<file path="config.mk">
export PLATFORM = sky130hd
export DESIGN_NAME = imf_front
export DESIGN_NICKNAME = d
export VERILOG_FILES = /design/src/rtl/core/imf_pkg.sv /design/src/rtl/core/imf_front.sv
export SDC_FILE = /design/constraint.sdc
export NUM_CORES = 1
export LEC_CHECK = 0
export ABC_AREA = 1
export BUFFER_PORTS_ARGS = -buffer_cell sky130_fd_sc_hd__buf_2
export CORE_AREA = 2 2 168 170
export DETAILED_ROUTE_END_ITERATION = 10
export DIE_AREA = 0 0 170 172
export MAX_ROUTING_LAYER = met4
export PLACE_DENSITY = 0.43
export SYNTH_ARGS = -nofsm -noshare
export SYNTH_HDL_FRONTEND = slang
export SYNTH_SLANG_ARGS = --single-unit
</file>
<file path="constraint.sdc">
create_clock -name vclk -period 2.76
set_input_delay 0.276 -clock vclk [all_inputs]
set_output_delay 0.276 -clock vclk [all_outputs]
set_load 0.05 [all_outputs]
</file>
<file path="src/rtl/core/imf_pkg.sv">
// shared types, codes and constants for the inbound message filter ring queue
// no dependencies; every other file in rtl/core except imf_ram imports this package
package imf_pkg;

    // default ring depth, handed to the top level parameter
    localparam int QUEUE_DEPTH_DEF = 64;

    // header format limits
    localparam int BATCH_MAX     = 32;
    localparam int MAX_NODES     = 64;
    localparam int HEADER_BYTES  = 32;
    localparam int MESSAGE_BYTES = 16;

    localparam int CAP_W      = 7;
    localparam int NODE_W     = 6;
    localparam int COUNT_W    = 6;
    localparam int META_W     = COUNT_W + NODE_W;
    localparam int NUM_CNT    = 7;
    localparam int CNT_W      = 3;
    localparam int CMDQ_DEPTH = 2;

    // configuration register indexes
    localparam logic [1:0] CFG_CAPACITY = 2'd0;
    localparam logic [1:0] CFG_OWN_NODE = 2'd1;
    localparam logic [1:0] CFG_EPOCH    = 2'd2;
    localparam logic [1:0] CFG_MASK     = 2'd3;

    // function codes
    localparam logic [1:0] FN_RECV    = 2'd0;
    localparam logic [1:0] FN_POP     = 2'd1;
    localparam logic [1:0] FN_SERVICE = 2'd2;
    localparam logic [1:0] FN_READ    = 2'd3;

    // header classes decided by the front end
    localparam logic [1:0] CLS_OK      = 2'd0;
    localparam logic [1:0] CLS_INVALID = 2'd1;
    localparam logic [1:0] CLS_STALE   = 2'd2;
    localparam logic [1:0] CLS_ECHO    = 2'd3;

    // statistics counter indexes
    localparam logic [CNT_W-1:0] CNT_RECEIVED = 3'd0;
    localparam logic [CNT_W-1:0] CNT_INVALID  = 3'd1;
    localparam logic [CNT_W-1:0] CNT_STALE    = 3'd2;
    localparam logic [CNT_W-1:0] CNT_ECHO     = 3'd3;
    localparam logic [CNT_W-1:0] CNT_FULL     = 3'd4;
    localparam logic [CNT_W-1:0] CNT_RESETS   = 3'd5;
    localparam logic [CNT_W-1:0] CNT_POPPED   = 3'd6;

    // result status codes
    localparam logic [3:0] STS_ACCEPTED   = 4'd0;
    localparam logic [3:0] STS_INVALID    = 4'd1;
    localparam logic [3:0] STS_STALE      = 4'd2;
    localparam logic [3:0] STS_ECHO       = 4'd3;
    localparam logic [3:0] STS_FULL       = 4'd4;
    localparam logic [3:0] STS_POPPED     = 4'd5;
    localparam logic [3:0] STS_EMPTY      = 4'd6;
    localparam logic [3:0] STS_RESET_DONE = 4'd7;
    localparam logic [3:0] STS_NO_RESET   = 4'd8;
    localparam logic [3:0] STS_COUNTER    = 4'd9;

    typedef struct packed {
        logic [1:0]        func;
        logic [15:0]       envelope_length;
        logic [15:0]       msg_count;
        logic [15:0]       header_flags;
        logic signed [15:0] header_source;
        logic [15:0]       envelope_source;
        logic [63:0]       header_epoch;
        logic [63:0]       batch_tag;
        logic [2:0]        counter_select;
    } t_cmd;

    typedef struct packed {
        logic [3:0]         status;
        logic [63:0]        out_batch_tag;
        logic [COUNT_W-1:0] out_msg_count;
        logic [NODE_W-1:0]  out_source;
        logic               reset_pending;
        logic [63:0]        counter_value;
    } t_res;

    // classified word passed from front end to back end
    typedef struct packed {
        logic [1:0]         func;
        logic [1:0]         cls;
        logic [63:0]        batch_tag;
        logic [COUNT_W-1:0] msg_count;
        logic [NODE_W-1:0]  source;
        logic [CNT_W-1:0]   counter_select;
    } t_job;

    typedef struct packed {
        logic [NODE_W-1:0] own_node;
        logic [63:0]       epoch_floor;
        logic [63:0]       known_nodes_mask;
    } t_filt_cfg;

endpackage

</file>
<file path="src/rtl/core/imf_front.sv">
// front end: takes command words and classifies receive headers
// depends on imf_pkg; feeds imf_cmdq
module imf_front (
    input  logic               i_start,
    input  logic               i_q_full,
    input  imf_pkg::t_cmd      i_cmd,
    input  imf_pkg::t_filt_cfg i_cfg,
    output logic               o_busy,
    output logic               o_push,
    output imf_pkg::t_job      o_job
);
    import imf_pkg::*;

    // wide enough for header plus the largest batch length
    localparam int LW = 16 + $clog2(MESSAGE_BYTES + 1) + 1;

    logic [15:0]   src_raw;
    logic [LW-1:0] need_len;
    logic          bad_len;
    logic          bad_count;
    logic          bad_src;
    logic          invalid;

    assign o_busy = i_q_full;
    assign o_push = i_start && !i_q_full;

    always_comb begin
        src_raw   = $unsigned(i_cmd.header_source);
        need_len  = LW'(i_cmd.msg_count) * LW'(MESSAGE_BYTES) + LW'(HEADER_BYTES);
        bad_count = (i_cmd.msg_count == 16'd0) || (i_cmd.msg_count > 16'(BATCH_MAX));
        bad_len   = (i_cmd.envelope_length < 16'(HEADER_BYTES))
                 || (LW'(i_cmd.envelope_length) != need_len);
        bad_src   = src_raw[15] || (src_raw >= 16'(MAX_NODES))
                 || (i_cmd.envelope_source != src_raw)
                 || !i_cfg.known_nodes_mask[src_raw[5:0]];
        invalid   = bad_len || bad_count || (i_cmd.header_flags != 16'd0) || bad_src;

        o_job.func           = i_cmd.func;
        o_job.batch_tag      = i_cmd.batch_tag;
        o_job.msg_count      = i_cmd.msg_count[COUNT_W-1:0];
        o_job.source         = src_raw[NODE_W-1:0];
        o_job.counter_select = i_cmd.counter_select;

        priority if (invalid) begin
            o_job.cls = CLS_INVALID;
        end else if (i_cmd.header_epoch < i_cfg.epoch_floor) begin
            o_job.cls = CLS_STALE;
        end else if (src_raw == 16'(i_cfg.own_node)) begin
            o_job.cls = CLS_ECHO;
        end else begin
            o_job.cls = CLS_OK;
        end
    end

endmodule

</file>
==> summary.txt <==
Outcome
  • Status: complete, no violations

STA
  • Setup TNS: 0 ps
  • Worst-Margin Slew: 369 ps
  • Crit path setup slack, layout: 371 ps
  • Fin crit period: 2390 ps
  • Slew Limit Fails: 0
  • Setup violators final: 0
  • Hold WS: 552 ps
  • Slew HR: 0.752
  • Fmax: 419 MHz
  • Crit share post-route: 0.866
  • RSZ-0062 raised after global routing: false
  • Count of final hold-check violations: 0

Synth
  • Yosys warns: 0
  • Post-synthesis sequential area ratio: 0
  • Mapped Area: 4140 um^2
  • Mean post-synth cell area: 5.34 um^2
  • Mapped Cells: 775
  • Library cells used by synthesis: 34
  • Mapped Nets: 1,188

Final layout
  • Fin util: 0.196
  • FILL cells: 3,306
  • Final instance count without filler cells: 1,329
  • Clk_buf instances: 0
  • Fin nets: 1,397
  • Most frequent cells in the layout: buf_2 (296), nand2_1 (242), inv_1 (124)
  • Area grow syn2layout: 30.2%
  • Fin area: 5390 um^2
  • Register Area: 0 um^2
  • Flip-flop and latch count: 0
  • Commonest non-fill, non-tap cell in the layout: buf_2
  • Layout cell share with drive strength beyond 1: 0.327

Power
  • Power, Total: 0.718 mW
  • Maximum VDD drop: 0.0000630 V
  • PwrDens: 133 nW/um^2
  • P_leak: 3.34 nW

Placement
  • PortBufs: 296
  • Worst slack at placement: 283 ps
  • Placement Cell Area: 5390 um^2
  • Final HPWL DP: 15.2 mm
  • Placed instance count: 1,328
  • Gpl congestion: 0.813

Worst setup path
  • Crit. End Element: primary output
  • CP Launch Type: primary input
  • Max FO, Critical Path: 28
  • WP data required: 2480 ps
  • Setup CP Type: primary input to primary output
  • CP bufs+invs: 4
  • Max stage delay on crit path: 320 ps
  • Crit path cell chain: buf_2 -> buf_4 -> nand2_1 -> nand3_1 -> nand2_1 -> a21oi_1 -> nand3_1 -> nand2_1 -> nor2_1 -> nor2_1 -> buf_4 -> nand2_1 -> a21oi_2 -> buf_2
  • CP most frequent cell: nand2_1
  • Top Family by Delay on Critical Path: buffers and inverters
  • CP max stage cell: buf_4
  • CP arrival: 2110 ps

Drt
  • Remaining DRCs: 0
  • Vias: 5,096
  • Pre-Repair DR Iteration Count: 5
  • Routed WL per cell: 12.5 um
  • Initial DRC count: 118
  • Drt total wl: 16.6 mm
  • Via/cell ratio: 3.83
  • DRT antenna net count: 0

Flow run
  • Max_cap viols: 0

Die
  • Core area: 27,500 um^2
  • FP Rows: 61
  • Starting Density: 0.151
  • Die Width: 170 um
  • Die area: 29,200 um^2
  • I/O pin count: 434
  • Die Y: 172 um

Global route
  • First-pass GRT wire length: 24.5 mm
  • Largest net degree at the start of global routing: 37
  • Global route overflow: 0
  • Vias in the first global route: 4,904
  • Total GRT Usage: 0.108
  • Initial antenna violation count: 1

Clock tree
  • # Post-CTS Setup Buffers: 0
  • PostCTS Resize Cnt: 0
  • CTS Hold Bufs: 0

Min path
  • Hold Path Class: primary input to primary output
## where the power goes
part | switching [mW] | total, mW | leakage (nW) | internal (mW)
sequential | 0 | 0 | 0 | 0
combinational | 0.400 | 0.718 | 3.34 | 0.318
clock | 0 | 0.0000000485 | 0.00000634 | 0.0000000485
## worst paths after layout
kind / slack [ps] / from / end / cells past startpoint
min: 550 / i_cmd[22] / o_job[34] / 0
max: 370 / i_cmd[147] / o_job[80] / 14
## cells by family after synthesis
group                      count (synthesis)  share of synthesized area
AOI/OAI and AO/OA                         65                     0.0846
xor gates and xnor gates                  10                     0.0211
adders and majority gates                 64                      0.193
buffers and inverters                    223                      0.288
and+or+nand+nor                          413                      0.413
## routing by layer
metal,track usage,share of wire,up-vias
met1,0.127,0.42,2111
met3,0.00893,0.064,34
li1,-,-,2753
met4,0.0219,0.023,0
met5,-,0,-
met2,0.203,0.50,198
## area by class of cell
| class | instances | area [um^2] | area share |
|---|---|---|---|
| well taps | 346 | 433 | 0.0803 |
| inverters | 129 | 487 | 0.0903 |
| diodes | 1 | 2.50 | 0.000464 |
| repair buffers | 301 | 1520 | 0.282 |
| multi-input cells | 552 | 2950 | 0.547 |
## cell usage after synthesis
cell type  instances  share of area
a21boi_0           1         0.0018
or2_2              2         0.0030
nand3_2            3         0.0073
buf_4             89           0.16
or2_1              1         0.0015
xnor2_1            7          0.015
nand2_1          242           0.22
nand2_2            2         0.0030
buf_2              3         0.0036
a31oi_1            2         0.0030
buf_6              2         0.0054
o21ai_1            1         0.0012
o211ai_1           1         0.0018
inv_4              1         0.0015
inv_2              4         0.0036
nand3b_1           1         0.0018
nor3_1             3         0.0036
nand4_1            9          0.014
nor4_1             2         0.0030
o21bai_1           1         0.0018
nor2_4             1         0.0027
a21oi_1           36          0.044
nand2b_1           1         0.0015
o21ai_0           18          0.022
o221ai_1           1         0.0021
ha_1              64           0.19
nor2_1            84          0.076
xor2_1             3         0.0063
nor2_2             5         0.0076
nand3_1           57          0.069
inv_1            124           0.11
a211oi_1           1         0.0018
o22ai_1            1         0.0015
a21oi_2            2         0.0042
Note: power is estimated with default switching activity, not from simulation.
