$ cat src/rtl/core/imf_pkg.sv
// shared types, codes and constants for the inbound message filter ring queue
// no dependencies; every other file in rtl/core except imf_ram imports this package
package imf_pkg;

    // default ring depth, handed to the top level parameter
    localparam int QUEUE_DEPTH_DEF = 64;

    // header format limits
    localparam int BATCH_MAX     = 32;
    localparam int MAX_NODES     = 64;
    localparam int HEADER_BYTES  = 32;
    localparam int MESSAGE_BYTES = 16;

    localparam int CAP_W      = 7;
    localparam int NODE_W     = 6;
    localparam int COUNT_W    = 6;
    localparam int META_W     = COUNT_W + NODE_W;
    localparam int NUM_CNT    = 7;
    localparam int CNT_W      = 3;
    localparam int CMDQ_DEPTH = 2;

    // configuration register indexes
    localparam logic [1:0] CFG_CAPACITY = 2'd0;
    localparam logic [1:0] CFG_OWN_NODE = 2'd1;
    localparam logic [1:0] CFG_EPOCH    = 2'd2;
    localparam logic [1:0] CFG_MASK     = 2'd3;

    // function codes
    localparam logic [1:0] FN_RECV    = 2'd0;
    localparam logic [1:0] FN_POP     = 2'd1;
    localparam logic [1:0] FN_SERVICE = 2'd2;
    localparam logic [1:0] FN_READ    = 2'd3;

    // header classes decided by the front end
    localparam logic [1:0] CLS_OK      = 2'd0;
    localparam logic [1:0] CLS_INVALID = 2'd1;
    localparam logic [1:0] CLS_STALE   = 2'd2;
    localparam logic [1:0] CLS_ECHO    = 2'd3;

    // statistics counter indexes
    localparam logic [CNT_W-1:0] CNT_RECEIVED = 3'd0;
    localparam logic [CNT_W-1:0] CNT_INVALID  = 3'd1;
    localparam logic [CNT_W-1:0] CNT_STALE    = 3'd2;
    localparam logic [CNT_W-1:0] CNT_ECHO     = 3'd3;
    localparam logic [CNT_W-1:0] CNT_FULL     = 3'd4;
    localparam logic [CNT_W-1:0] CNT_RESETS   = 3'd5;
    localparam logic [CNT_W-1:0] CNT_POPPED   = 3'd6;

    // result status codes
    localparam logic [3:0] STS_ACCEPTED   = 4'd0;
    localparam logic [3:0] STS_INVALID    = 4'd1;
    localparam logic [3:0] STS_STALE      = 4'd2;
    localparam logic [3:0] STS_ECHO       = 4'd3;
    localparam logic [3:0] STS_FULL       = 4'd4;
    localparam logic [3:0] STS_POPPED     = 4'd5;
    localparam logic [3:0] STS_EMPTY      = 4'd6;
    localparam logic [3:0] STS_RESET_DONE = 4'd7;
    localparam logic [3:0] STS_NO_RESET   = 4'd8;
    localparam logic [3:0] STS_COUNTER    = 4'd9;

    typedef struct packed {
        logic [1:0]        func;
        logic [15:0]       envelope_length;
        logic [15:0]       msg_count;
        logic [15:0]       header_flags;
        logic signed [15:0] header_source;
        logic [15:0]       envelope_source;
        logic [63:0]       header_epoch;
        logic [63:0]       batch_tag;
        logic [2:0]        counter_select;
    } t_cmd;

    typedef struct packed {
        logic [3:0]         status;
        logic [63:0]        out_batch_tag;
        logic [COUNT_W-1:0] out_msg_count;
        logic [NODE_W-1:0]  out_source;
        logic               reset_pending;
        logic [63:0]        counter_value;
    } t_res;

    // classified word passed from front end to back end
    typedef struct packed {
        logic [1:0]         func;
        logic [1:0]         cls;
        logic [63:0]        batch_tag;
        logic [COUNT_W-1:0] msg_count;
        logic [NODE_W-1:0]  source;
        logic [CNT_W-1:0]   counter_select;
    } t_job;

    typedef struct packed {
        logic [NODE_W-1:0] own_node;
        logic [63:0]       epoch_floor;
        logic [63:0]       known_nodes_mask;
    } t_filt_cfg;

endpackage

$ cat src/rtl/core/imf_cmdq.sv
// short queue of classified words between front end and back end
// depends on imf_pkg
module imf_cmdq (
    input  logic          i_clk,
    input  logic          i_rst_n,
    input  logic          i_push,
    input  imf_pkg::t_job i_job,
    input  logic          i_pop,
    output logic          o_full,
    output logic          o_empty,
    output imf_pkg::t_job o_job
);
    import imf_pkg::*;

    localparam int AW = $clog2(CMDQ_DEPTH);

    t_job          r_mem [CMDQ_DEPTH];
    logic [AW-1:0] r_wp;
    logic [AW-1:0] r_rp;
    logic [AW:0]   r_count;
    logic [AW-1:0] n_wp;
    logic [AW-1:0] n_rp;
    logic [AW:0]   n_count;
    logic          do_push;
    logic          do_pop;

    assign o_full  = (r_count == (AW+1)'(CMDQ_DEPTH));
    assign o_empty = (r_count == '0);
    assign o_job   = r_mem[r_rp];
    assign do_push = i_push && !o_full;
    assign do_pop  = i_pop && !o_empty;

    always_comb begin
        n_wp    = r_wp;
        n_rp    = r_rp;
        n_count = r_count;
        if (do_push) begin
            n_wp = (r_wp == AW'(CMDQ_DEPTH - 1)) ? '0 : r_wp + 1'b1;
        end
        if (do_pop) begin
            n_rp = (r_rp == AW'(CMDQ_DEPTH - 1)) ? '0 : r_rp + 1'b1;
        end
        if (do_push && !do_pop) begin
            n_count = r_count + 1'b1;
        end else if (do_pop && !do_push) begin
            n_count = r_count - 1'b1;
        end
    end

    always_ff @(posedge i_clk) begin
        if (!i_rst_n) begin
            r_wp    <= '0;
            r_rp    <= '0;
            r_count <= '0;
        end else begin
            r_wp    <= n_wp;
            r_rp    <= n_rp;
            r_count <= n_count;
        end
    end

    always_ff @(posedge i_clk) begin
        if (do_push) begin
            r_mem[r_wp] <= i_job;
        end
    end

endmodule

$ cat config.mk
export PLATFORM = sky130hd
export DESIGN_NAME = imf_cmdq
export DESIGN_NICKNAME = d
export VERILOG_FILES = /design/src/rtl/core/imf_pkg.sv /design/src/rtl/core/imf_cmdq.sv
export SDC_FILE = /design/constraint.sdc
export NUM_CORES = 1
export LEC_CHECK = 0
export ABC_AREA = 1
export BUFFER_PORTS_ARGS = -buffer_cell sky130_fd_sc_hd__buf_2
export CORE_ASPECT_RATIO = 0.6
export CORE_MARGIN = 1
export CORE_UTILIZATION = 56
export CTS_CLUSTER_DIAMETER = 200
export CTS_CLUSTER_SIZE = 40
export DETAILED_ROUTE_END_ITERATION = 6
export GPL_ROUTABILITY_DRIVEN = 0
export GPL_TIMING_DRIVEN = 0
export PLACE_DENSITY = 0.95
export RECOVER_POWER = 50
export SLEW_MARGIN = 15
export SYNTH_ARGS = -nofsm -noshare
export SYNTH_HDL_FRONTEND = slang
export SYNTH_SLANG_ARGS = --single-unit
$ cat constraint.sdc
create_clock -name i_clk -period 12.79 [get_ports i_clk]
set_input_delay 2.558 -clock i_clk [delete_from_list [all_inputs] [get_ports i_clk]]
set_output_delay 2.558 -clock i_clk [all_outputs]
set_load 0.05 [all_outputs]
==> flow_summary.json, run 1 <==
{
  "status": "finished with violations",
  "violations": "max-capacitance violations, max-slew violations",
  "yosys.area_share.simple": 0.0114,
  "wl_met2_um": 5840,
  "postSynthCellCount": 296,
  "io_pins": 172,
  "synth_area_um2": 6580,
  "drv_cap": 1,
  "p_int_mw": 1.20,
  "fin_area_um2": 8280,
  "grt_remaining_overflow": 0,
  "grt_max_degree": 30,
  "routed_wl_um": 11800,
  "fin_nets": 580,
  "layoutNonFillerInstCount": 665,
  "wl_met3_um": 1010,
  "power_frac_clock": 0.260,
  "avgSynthCellArea_um2": 22.2,
  "rsz0062_at_grt": "no",
  "first_global_vias": 3483,
  "cts_setup_buffers": 0,
  "synth_nets": 384,
  "num_antenna_cells": 0,
  "synth_cell_types": 16,
  "hold_buffers": 0,
  "synth_top_family_by_area": "multiplexers",
  "hold-worst-slack_ns": 0.518,
  "p_per_area_nw_per_um2": 228,
  "ant_nets": 0,
  "yosysTopAreaCellShare": 0.758,
  "cts_buffer_depth": 2,
  "viasPerCell": 5.05,
  "p_total_mw": 1.89,
  "hpwl_um": 8180,
  "skew_ns": 0.0123,
  "clock_latency_ns": 0.41,
  "relSlewSlack": -0.0243,
  "synth_top_area_cell": "edfxtp_1",
  "yosysSeqAreaShare": 0.773,
  "track_usage": 0.202,
  "drc_errors": 0,
  "power_frac_comb": 0.353,
  "cp-start-kind": "primary input",
  "synthXorXnorAreaFrac": 0,
  "cts_buffers": 17,
  "hold_viol": 0,
  "ys_warn_count": 0,
  "worst_slack_ns": 7.82,
  "dp.cells": 633,
  "netSwitchingPower_uw": 684,
  "highest_layer": "met4",
  "synth_compound_area_frac": 0.00304,
  "first_pass_iters": 4,
  "die_area_um2": 12200,
  "detail_route.wl_per_cell_um": 17.8,
  "initial_core_util": 0.579,
  "criticalPathCategory": "primary input to flop",
  "num_vias": 3356,
  "fp.dieH_um": 86.0,
  "mostFrequentLayoutCell": "edfxtp_1",
  "placed_area_um2": 7800,
  "ys_seq_elements": 171,
  "peakVddDrop_uv": 150,
  "num_rows": 30,
  "fmax_mhz": 201,
  "die_w_um": 142,
  "finalSetupViolations": 0,
  "grt_pass1_wl_um": 17700,
  "synthToLayoutAreaGrowth_pct": 25.8,
  "portBuffers": 171,
  "cts_tree": "built",
  "cp.arrival_ns": 5.08,
  "drive_above_1_share": 0.507,
  "finalSetupTns_ns": 0,
  "period_minus_slack_ns": 4.97,
  "antenna_found_initial": 0,
  "muxShareOfSynthArea": 0.182,
  "power_frac_seq": 0.388,
  "utilization": 0.728,
  "path_max_fanout": 23,
  "routedLengthMet1_um": 4840,
  "yosys.area_share.adder": 0.00190,
  "ctsResizeCount": 0,
  "fill_cells": 718,
  "fin_crit_sh": 0.389,
  "preCtsSetupSlack_ns": 8.73,
  "coreArea_um2": 11400,
  "tightest_slew_ns": 1.53,
  "power.leakage_nw": 3.18,
  "cp.required_ns": 12.90,
  "end_kind": "flop",
  "drt_iter0_drc": 185,
  "drv_slew": 13,
  "final_cell_mix": "edfxtp_1, buf_2, mux2_4, clkbuf_1, clkbuf_16",
  "clk_pin_slew_ns": 0.06,
  "htreeDepth": 4,
  "hold_class": "flop to flop",
  "clock_sinks": 171,
  "cts_root_buf": "clkbuf_16",
  "yosys-top-cells-area": "edfxtp_1, mux2_4, mux2_2",
  "swShare": 0.363
}
-- Yosys cell counts (all sizes together) --
cell type    n
a21oi        1
buf          9
dfxtp        5
edfxtp     166
ha           1
inv          9
mux2        83
nand2        6
nand3        1
nand4        1
nor2        11
o21ai        3
-- state kept, by name, summed over array words and instances, names as in the netlist, named ones only --
| signal | count |
|---|---|
| r_mem | 166 |
| r_count | 2 |
| r_rp | 1 |
| r_wp | 1 |
-- logic make-up after synthesis --
| kind of cell | count (synthesis) |
|---|---|
| compound gates | 4 |
| fa+ha+maj | 1 |
| buf+inv | 18 |
| flops | 171 |
| mux | 83 |
| simple gates | 19 |
-- power by group through the flow --
stage | Clock [mW] | Combinational, mW | Sequential [mW]
after detailed placement | 0 | 0.673 | 0.743
after global routing | 0.518 | 0.693 | 0.738
after floorplan | 0 | 0.529 | 0.745
after global placement | 0 | 0.636 | 0.752
final | 0.490 | 0.665 | 0.731
after CTS | 0.498 | 0.676 | 0.731
-- critical path: stages --
cell and delay [ns]:
buf_2 0.08, o21ai_0 0.16, nor2_1 1.01, clkbuf_1 0.99
buf_16 0.26
-- per-layer routing --
layer	track usage	vias up
met3	0.0715	13
met5	0	-
li1	-	1547
met4	0.0860	0
met2	0.341	156
met1	0.236	1640
-- worst paths after layout --
kind | startpoint | endpoint | slack [ns] | cells past startpoint
max | i_push | r_mem[1][2]$_DFFE_PP_ | 7.82 | 5
min | r_wp$_SDFFE_PN0P_ | r_wp$_SDFFE_PN0P_ | 0.52 | 2
max reg2reg | r_count[0]$_SDFFE_PN0P_ | r_mem[1][2]$_DFFE_PP_ | 9.59 | 4
min reg2reg | r_wp$_SDFFE_PN0P_ | r_wp$_SDFFE_PN0P_ | 0.52 | 2
-- cell type report --
type / count / area, µm² / area share
flip-flops and latches: 171 / 5080 / 0.614
multi-input cells: 107 / 1310 / 0.158
repair buffers: 177 / 930 / 0.112
clock buffers: 18 / 429 / 0.0519
well taps: 160 / 200 / 0.0242
plain buffers: 9 / 156 / 0.0189
clock inverters: 14 / 138 / 0.0166
inverters: 9 / 33.8 / 0.00408
Note: power is estimated with default switching activity, not from simulation.
==> inputs of run 2 (changes only) <==
--- a/config.mk
+++ b/config.mk
@@ -5,17 +5,17 @@
 export SDC_FILE = /design/constraint.sdc
 export NUM_CORES = 1
 export LEC_CHECK = 0
-export ABC_AREA = 1
+export ABC_AREA = 0
 export BUFFER_PORTS_ARGS = -buffer_cell sky130_fd_sc_hd__buf_2
 export CORE_ASPECT_RATIO = 0.6
 export CORE_MARGIN = 1
-export CORE_UTILIZATION = 56
+export CORE_UTILIZATION = 47
 export CTS_CLUSTER_DIAMETER = 200
 export CTS_CLUSTER_SIZE = 40
 export DETAILED_ROUTE_END_ITERATION = 6
 export GPL_ROUTABILITY_DRIVEN = 0
 export GPL_TIMING_DRIVEN = 0
-export PLACE_DENSITY = 0.95
+export PLACE_DENSITY = 0.87
 export RECOVER_POWER = 50
 export SLEW_MARGIN = 15
 export SYNTH_ARGS = -nofsm -noshare
==> constraint.sdc (replaced) <==
create_clock -name i_clk -period 4.1 [get_ports i_clk]
set_input_delay 0.82 -clock i_clk [delete_from_list [all_inputs] [get_ports i_clk]]
set_output_delay 0.82 -clock i_clk [all_outputs]
set_load 0.05 [all_outputs]
==> run 2 against run 1 <==
  * The flow now finishes without violations
  * Clock skew decreased by 0.0048 ns
  * Cell count decreased by 0.45%
  * Non-clock buffer count unchanged
  * Sequential share of layout area increased by 3.2 points
  * Critical path depth decreased by 1
  * Wire length decreased by 3.6%
  * Largest cell class unchanged
==> flow_summary.json, run 2 <==
{
  "status": "finished, final reports clean",
  "hold_buffers": 0,
  "crit_slowest_cell": "mux2_1",
  "ys_seq_elements": 171,
  "cts_tree": "built",
  "coreArea_um2": 12900,
  "layoutNonFillerInstCount": 662,
  "clock_latency_ns": 0.41,
  "io_pins": 172,
  "yosys-top-cells-area": "edfxtp_1, mux2_1, mux2_2",
  "num_vias": 3261,
  "skew_ns": 0.00745,
  "r2r-start": "r_count[0]$_SDFFE_PN0P_",
  "cp-start-kind": "flop",
  "die_w_um": 150,
  "critPathTopFamily": "buffers and inverters",
  "reg_top3": "r_mem: 166 flops, r_count: 2 flops",
  "final_cell_mix": "edfxtp_1, buf_2, mux2_1, clkbuf_1, clkbuf_16",
  "ctsResizeCount": 0,
  "synth_nets": 371,
  "fin_crit_sh": 0.660,
  "p_total_mw": 5.76,
  "mostFrequentLayoutCell": "edfxtp_1",
  "end_kind": "output pin",
  "synthToLayoutAreaGrowth_pct": 26.6,
  "r2r_end": "r_mem[0][33]$_DFFE_PP_",
  "largest_register_ff_count": 166,
  "cts_buffers": 17,
  "hold-worst-slack_ns": 0.561,
  "tightest_slew_ns": 1.29,
  "p_per_area_nw_per_um2": 731,
  "synthFlopType": "edfxtp_1",
  "synth-edff-count": 166,
  "cts_setup_buffers": 0,
  "async_flop_share": 0,
  "cp.required_ns": 3.28,
  "drv_cap": 0,
  "fp.dieH_um": 91.1,
  "die_area_um2": 13700,
  "utilization": 0.612,
  "hold_end": "r_count[1]$_SDFFE_PN0P_",
  "fill_cells": 963,
  "drv_slew": 0,
  "whs_path_depth": 2,
  "grt_max_degree": 60,
  "period_minus_slack_ns": 2.71,
  "rsz0062_at_grt": "no",
  "grt_remaining_overflow": 0,
  "hold_viol": 0,
  "cp.arrival_ns": 1.89,
  "viasPerCell": 4.93,
  "drive_above_1_share": 0.372,
  "grt_pass1_wl_um": 17500,
  "max_stage_delay_ns": 0.36,
  "num_rows": 32,
  "path_cells": "buf_2, buf_4, mux2_1, buf_2",
  "relSlewSlack": 0.142,
  "routed_wl_um": 11400,
  "num_antenna_cells": 0,
  "synth_area_um2": 6220,
  "ant_nets": 0,
  "ys_top_cells_by_count": "edfxtp_1, mux2_1, mux2_2",
  "yosysSeqAreaShare": 0.818,
  "synth_top_area_cell": "edfxtp_1",
  "criticalPathCategory": "flop to output pin",
  "dp.cells": 630,
  "track_usage": 0.174,
  "htreeDepth": 4,
  "antenna_found_initial": 0,
  "yosysTopAreaCellShare": 0.802,
  "cts_root_buf": "clkbuf_16",
  "drt_iter0_drc": 185,
  "cts_buffer_depth": 2,
  "rr_worst_depth": 6,
  "first_global_vias": 3482,
  "synth_most_common_cell": "edfxtp_1",
  "clock_sinks": 171,
  "path_common_cell": "buf_2",
  "postSynthCellCount": 283,
  "first_pass_iters": 7,
  "synth_cell_types": 22,
  "top_register": "r_mem",
  "fmax_mhz": 369,
  "hold_class": "flop to flop",
  "power.leakage_nw": 2.88,
  "finalSetupViolations": 0,
  "clk_pin_slew_ns": 0.07,
  "r2r_setup_slack_ns": 1.41,
  "portBuffers": 171,
  "avgSynthCellArea_um2": 22.0,
  "hpwl_um": 7800,
  "ys_warn_count": 0,
  "detail_route.wl_per_cell_um": 17.2,
  "peakVddDrop_uv": 449,
  "critPathBufInv": 3,
  "finalSetupTns_ns": 0,
  "path_max_fanout": 10,
  "min_from": "r_count[1]$_SDFFE_PN0P_",
  "drc_errors": 0,
  "initial_core_util": 0.484,
  "fin_nets": 567
}
run 2: how the worst max path moves through the flow:
stage | from | end | slack [ns] | cells after the start
6_report | flop | o_job[31] | 1.39 | 4
2_1_floorplan | i_push | r_mem[0][0]$_DFFE_PP_ | 0.76 | 2
4_1_cts | flop | o_job[31] | 1.33 | 4
3_3_place_gp | i_push | r_mem[0][30]$_DFFE_PP_ | -0.21 | 3
5_1_grt | r_count[0]$_SDFFE_PN0P_ | r_mem[0][33]$_DFFE_PP_ | 1.22 | 6
3_5_place_dp | flop | o_job[31] | 1.79 | 4
run 2: where the power goes:
part           switching (mW)  internal (mW)
sequential             0.0580           2.20
clock                   0.658          0.849
combinational            1.48          0.512
total                    2.20           3.56
run 2: final cells by class:
type / count / area [µm²] / share of cell area
tap: 170 / 213 / 0.0270
timing repair buffer: 177 / 882 / 0.112
clock inverter: 14 / 135 / 0.0172
clock buffer: 18 / 429 / 0.0545
buffer: 9 / 62.6 / 0.00795
sequential: 171 / 5080 / 0.646
inverter: 2 / 7.51 / 0.000954
multi-input combinational: 101 / 1060 / 0.134
run 2: worst min-delay path, delay by kind of cell, from the launching register on:
kind | cells | cell delay, ns
AOI/OAI and AO/OA | 2 | 0.17
DFF | 1 | 0.34
run 2: cell families (layout without fill, tap and decap cells):
| group | count (synthesis) | in the layout | synth area share |
|---|---|---|---|
| DFF | 171 | 171 | 0.818 |
| xor gates and xnor gates | 3 | 3 | 0.00423 |
| and+or+nand+nor | 9 | 9 | 0.00886 |
| buffers and inverters | 11 | 220 | 0.0113 |
| muxes | 83 | 83 | 0.150 |
| adders and majority gates | 1 | 1 | 0.00201 |
| AOI/OAI and AO/OA | 5 | 5 | 0.00523 |
run 2: metrics by stage:
stage               setup WS [ns]  area [µm²]
global route                 1.22        7870
global placement           -0.207        7290
CTS                          1.33        7960
detailed placement           1.79        7400
finish                       1.39        7870
floorplan                   0.764        6220
run 2: metal layers:
layer	share of wire	wire length, µm	vias up	track usage
li1	-	-	1512	-
met1	0.43	4890	1601	0.214
met2	0.48	5430	136	0.288
met3	0.082	935	12	0.0578
met4	0.012	138	0	0.0581
met5	0	0	-	0
==> inputs of run 3 (changes only) <==
--- a/config.mk
+++ b/config.mk
@@ -9,13 +9,13 @@
 export BUFFER_PORTS_ARGS = -buffer_cell sky130_fd_sc_hd__buf_2
 export CORE_ASPECT_RATIO = 0.6
 export CORE_MARGIN = 1
-export CORE_UTILIZATION = 47
+export CORE_UTILIZATION = 52
 export CTS_CLUSTER_DIAMETER = 200
 export CTS_CLUSTER_SIZE = 40
 export DETAILED_ROUTE_END_ITERATION = 6
 export GPL_ROUTABILITY_DRIVEN = 0
 export GPL_TIMING_DRIVEN = 0
-export PLACE_DENSITY = 0.87
+export PLACE_DENSITY = 0.9
 export RECOVER_POWER = 50
 export SLEW_MARGIN = 15
 export SYNTH_ARGS = -nofsm -noshare
==> constraint.sdc (replaced) <==
create_clock -name i_clk -period 2.6 [get_ports i_clk]
set_input_delay 0.52 -clock i_clk [delete_from_list [all_inputs] [get_ports i_clk]]
set_output_delay 0.52 -clock i_clk [all_outputs]
set_load 0.05 [all_outputs]
==> run 3 against run 2 <==
  * Non-clock buffer count unchanged
  * Critical path depth unchanged
  * Clock power up 54%
  * Critical endpoint is now o_job[39]
  * Highest routed layer unchanged
  * Cell count down 1.7%
  * Combinational power up 60%
  * Via count up 0.31%
==> flow_summary.json, run 3 (synthesized netlist as in run 2, its figures left out) <==
{
  "status": "finished, final reports clean",
  "grt_max_degree": 43,
  "initial_core_util": 0.541,
  "cts_root_buf": "clkbuf_16",
  "top_register": "r_mem",
  "io_pins": 172,
  "cts_buffers": 17,
  "clock_latency_ns": 0.41,
  "drv_cap": 0,
  "die_w_um": 143,
  "criticalPathCategory": "flop to output pin",
  "fin_nets": 567,
  "drt_iter0_drc": 155,
  "critPathTopFamily": "buffers and inverters",
  "power.leakage_nw": 2.91,
  "hpwl_um": 7890,
  "hold_viol": 0,
  "htreeDepth": 4,
  "tightest_slew_ns": 1.04,
  "critPathBufInv": 3,
  "clk_pin_slew_ns": 0.07,
  "dp.cells": 620,
  "routedLengthMet1_um": 4690,
  "mostFrequentLayoutCell": "edfxtp_1",
  "hold-worst-slack_ns": 0.295,
  "synthToLayoutAreaGrowth_pct": 26.9,
  "drv_slew": 0,
  "skew_ns": 0.00981,
  "p_per_area_nw_per_um2": 1150,
  "r2r_setup_slack_ns": 0.28,
  "ctsResizeCount": 0,
  "wl_met3_um": 1020,
  "viasPerCell": 5.02,
  "highest_layer": "met4",
  "cp-start-kind": "flop",
  "grt_remaining_overflow": 0,
  "path_max_fanout": 10,
  "cp.arrival_ns": 1.88,
  "cp.required_ns": 2.08,
  "fill_cells": 767,
  "fp.dieH_um": 86.7,
  "die_area_um2": 12400,
  "final_cell_mix": "edfxtp_1, buf_2, mux2_1, clkbuf_1, clkbuf_16",
  "coreArea_um2": 11500,
  "ant_nets": 0,
  "first_global_vias": 3388,
  "num_antenna_cells": 0,
  "preCtsSetupSlack_ns": 0.615,
  "hold_class": "primary input to flop",
  "grt_pass1_wl_um": 16900,
  "drc_errors": 0,
  "peakVddDrop_uv": 799,
  "cts_setup_buffers": 0,
  "fin_crit_sh": 0.922,
  "track_usage": 0.194,
  "hold_buffers": 0,
  "crit_slowest_cell": "mux2_1",
  "relSlewSlack": 0.307,
  "largest_register_ff_count": 166,
  "routed_wl_um": 11600,
  "rsz0062_at_grt": "no",
  "portBuffers": 171,
  "period_minus_slack_ns": 2.40,
  "clock_sinks": 171,
  "first_pass_iters": 4,
  "cts_buffer_depth": 2,
  "num_rows": 30,
  "num_vias": 3271,
  "finalSetupViolations": 0,
  "min_from": "i_job[45]",
  "r2r-start": "r_count[0]$_SDFFE_PN0P_",
  "max_stage_delay_ns": 0.34,
  "wl_met2_um": 5770,
  "antenna_found_initial": 1,
  "utilization": 0.686,
  "fmax_mhz": 417,
  "path_cells": "buf_2, buf_4, mux2_1, buf_2",
  "reg_top3": "r_mem: 166 flops, r_count: 2 flops",
  "cts_tree": "built",
  "path_common_cell": "buf_2",
  "worst_slack_ns": 0.202,
  "layoutNonFillerInstCount": 651,
  "drive_above_1_share": 0.403,
  "detail_route.wl_per_cell_um": 17.8,
  "end_kind": "output pin"
}
run 3: changes by cell type in the layout (fill, tap and decap cells not counted), sizes merged:
cell    previous run  this run
buf              141       154
clkinv             4         5
clkbuf            63        51
inv                8         5
run 3: per-layer routing:
layer  up-vias  track usage
met5         -            0
met4         0       0.0684
met3        16       0.0790
li1       1509            -
met1      1593        0.224
met2       153        0.328
run 3: stage by stage:
| stage | TNS (ns) | total power, mW | cell area (µm²) |
|---|---|---|---|
| 2_1_floorplan | -36.89 | 6.05 | 6240 |
| 3_3_place_gp | -113.27 | 6.71 | 7300 |
| 3_5_place_dp | 0 | 6.84 | 7390 |
| 4_1_cts | 0 | 9.18 | 7940 |
| 5_1_grt | 0 | 9.41 | 7890 |
| 6_report | 0 | 9.08 | 7890 |
run 3: area by class of cell:
cell class	instances	area, µm²	area share
Sequential cell	171	5080	0.645
Timing Repair Buffer	177	911	0.116
Tap cell	160	200	0.0254
Inverter	2	15.0	0.00190
Multi-Input combinational cell	101	1060	0.135
Clock buffer	19	433	0.0549
Clock inverter	12	116	0.0148
Buffer	9	62.6	0.00793
run 3: final timing paths:
| path | depth (start not counted) | end |
|---|---|---|
| worst max-delay path | 4 | o_job[39] |
| worst min-delay path | 1 | r_mem[0][45]$_DFFE_PP_ |
| worst max register to register | 3 | r_mem[1][27]$_DFFE_PP_ |
| worst min register to register | 2 | r_count[1]$_SDFFE_PN0P_ |
run 3: power by group:
group	switching [mW]	total (mW)	internal [mW]
combinational	2.36	3.19	0.832
clock	1.01	2.33	1.32
sequential	0.0934	3.55	3.46
total	3.46	9.08	5.62
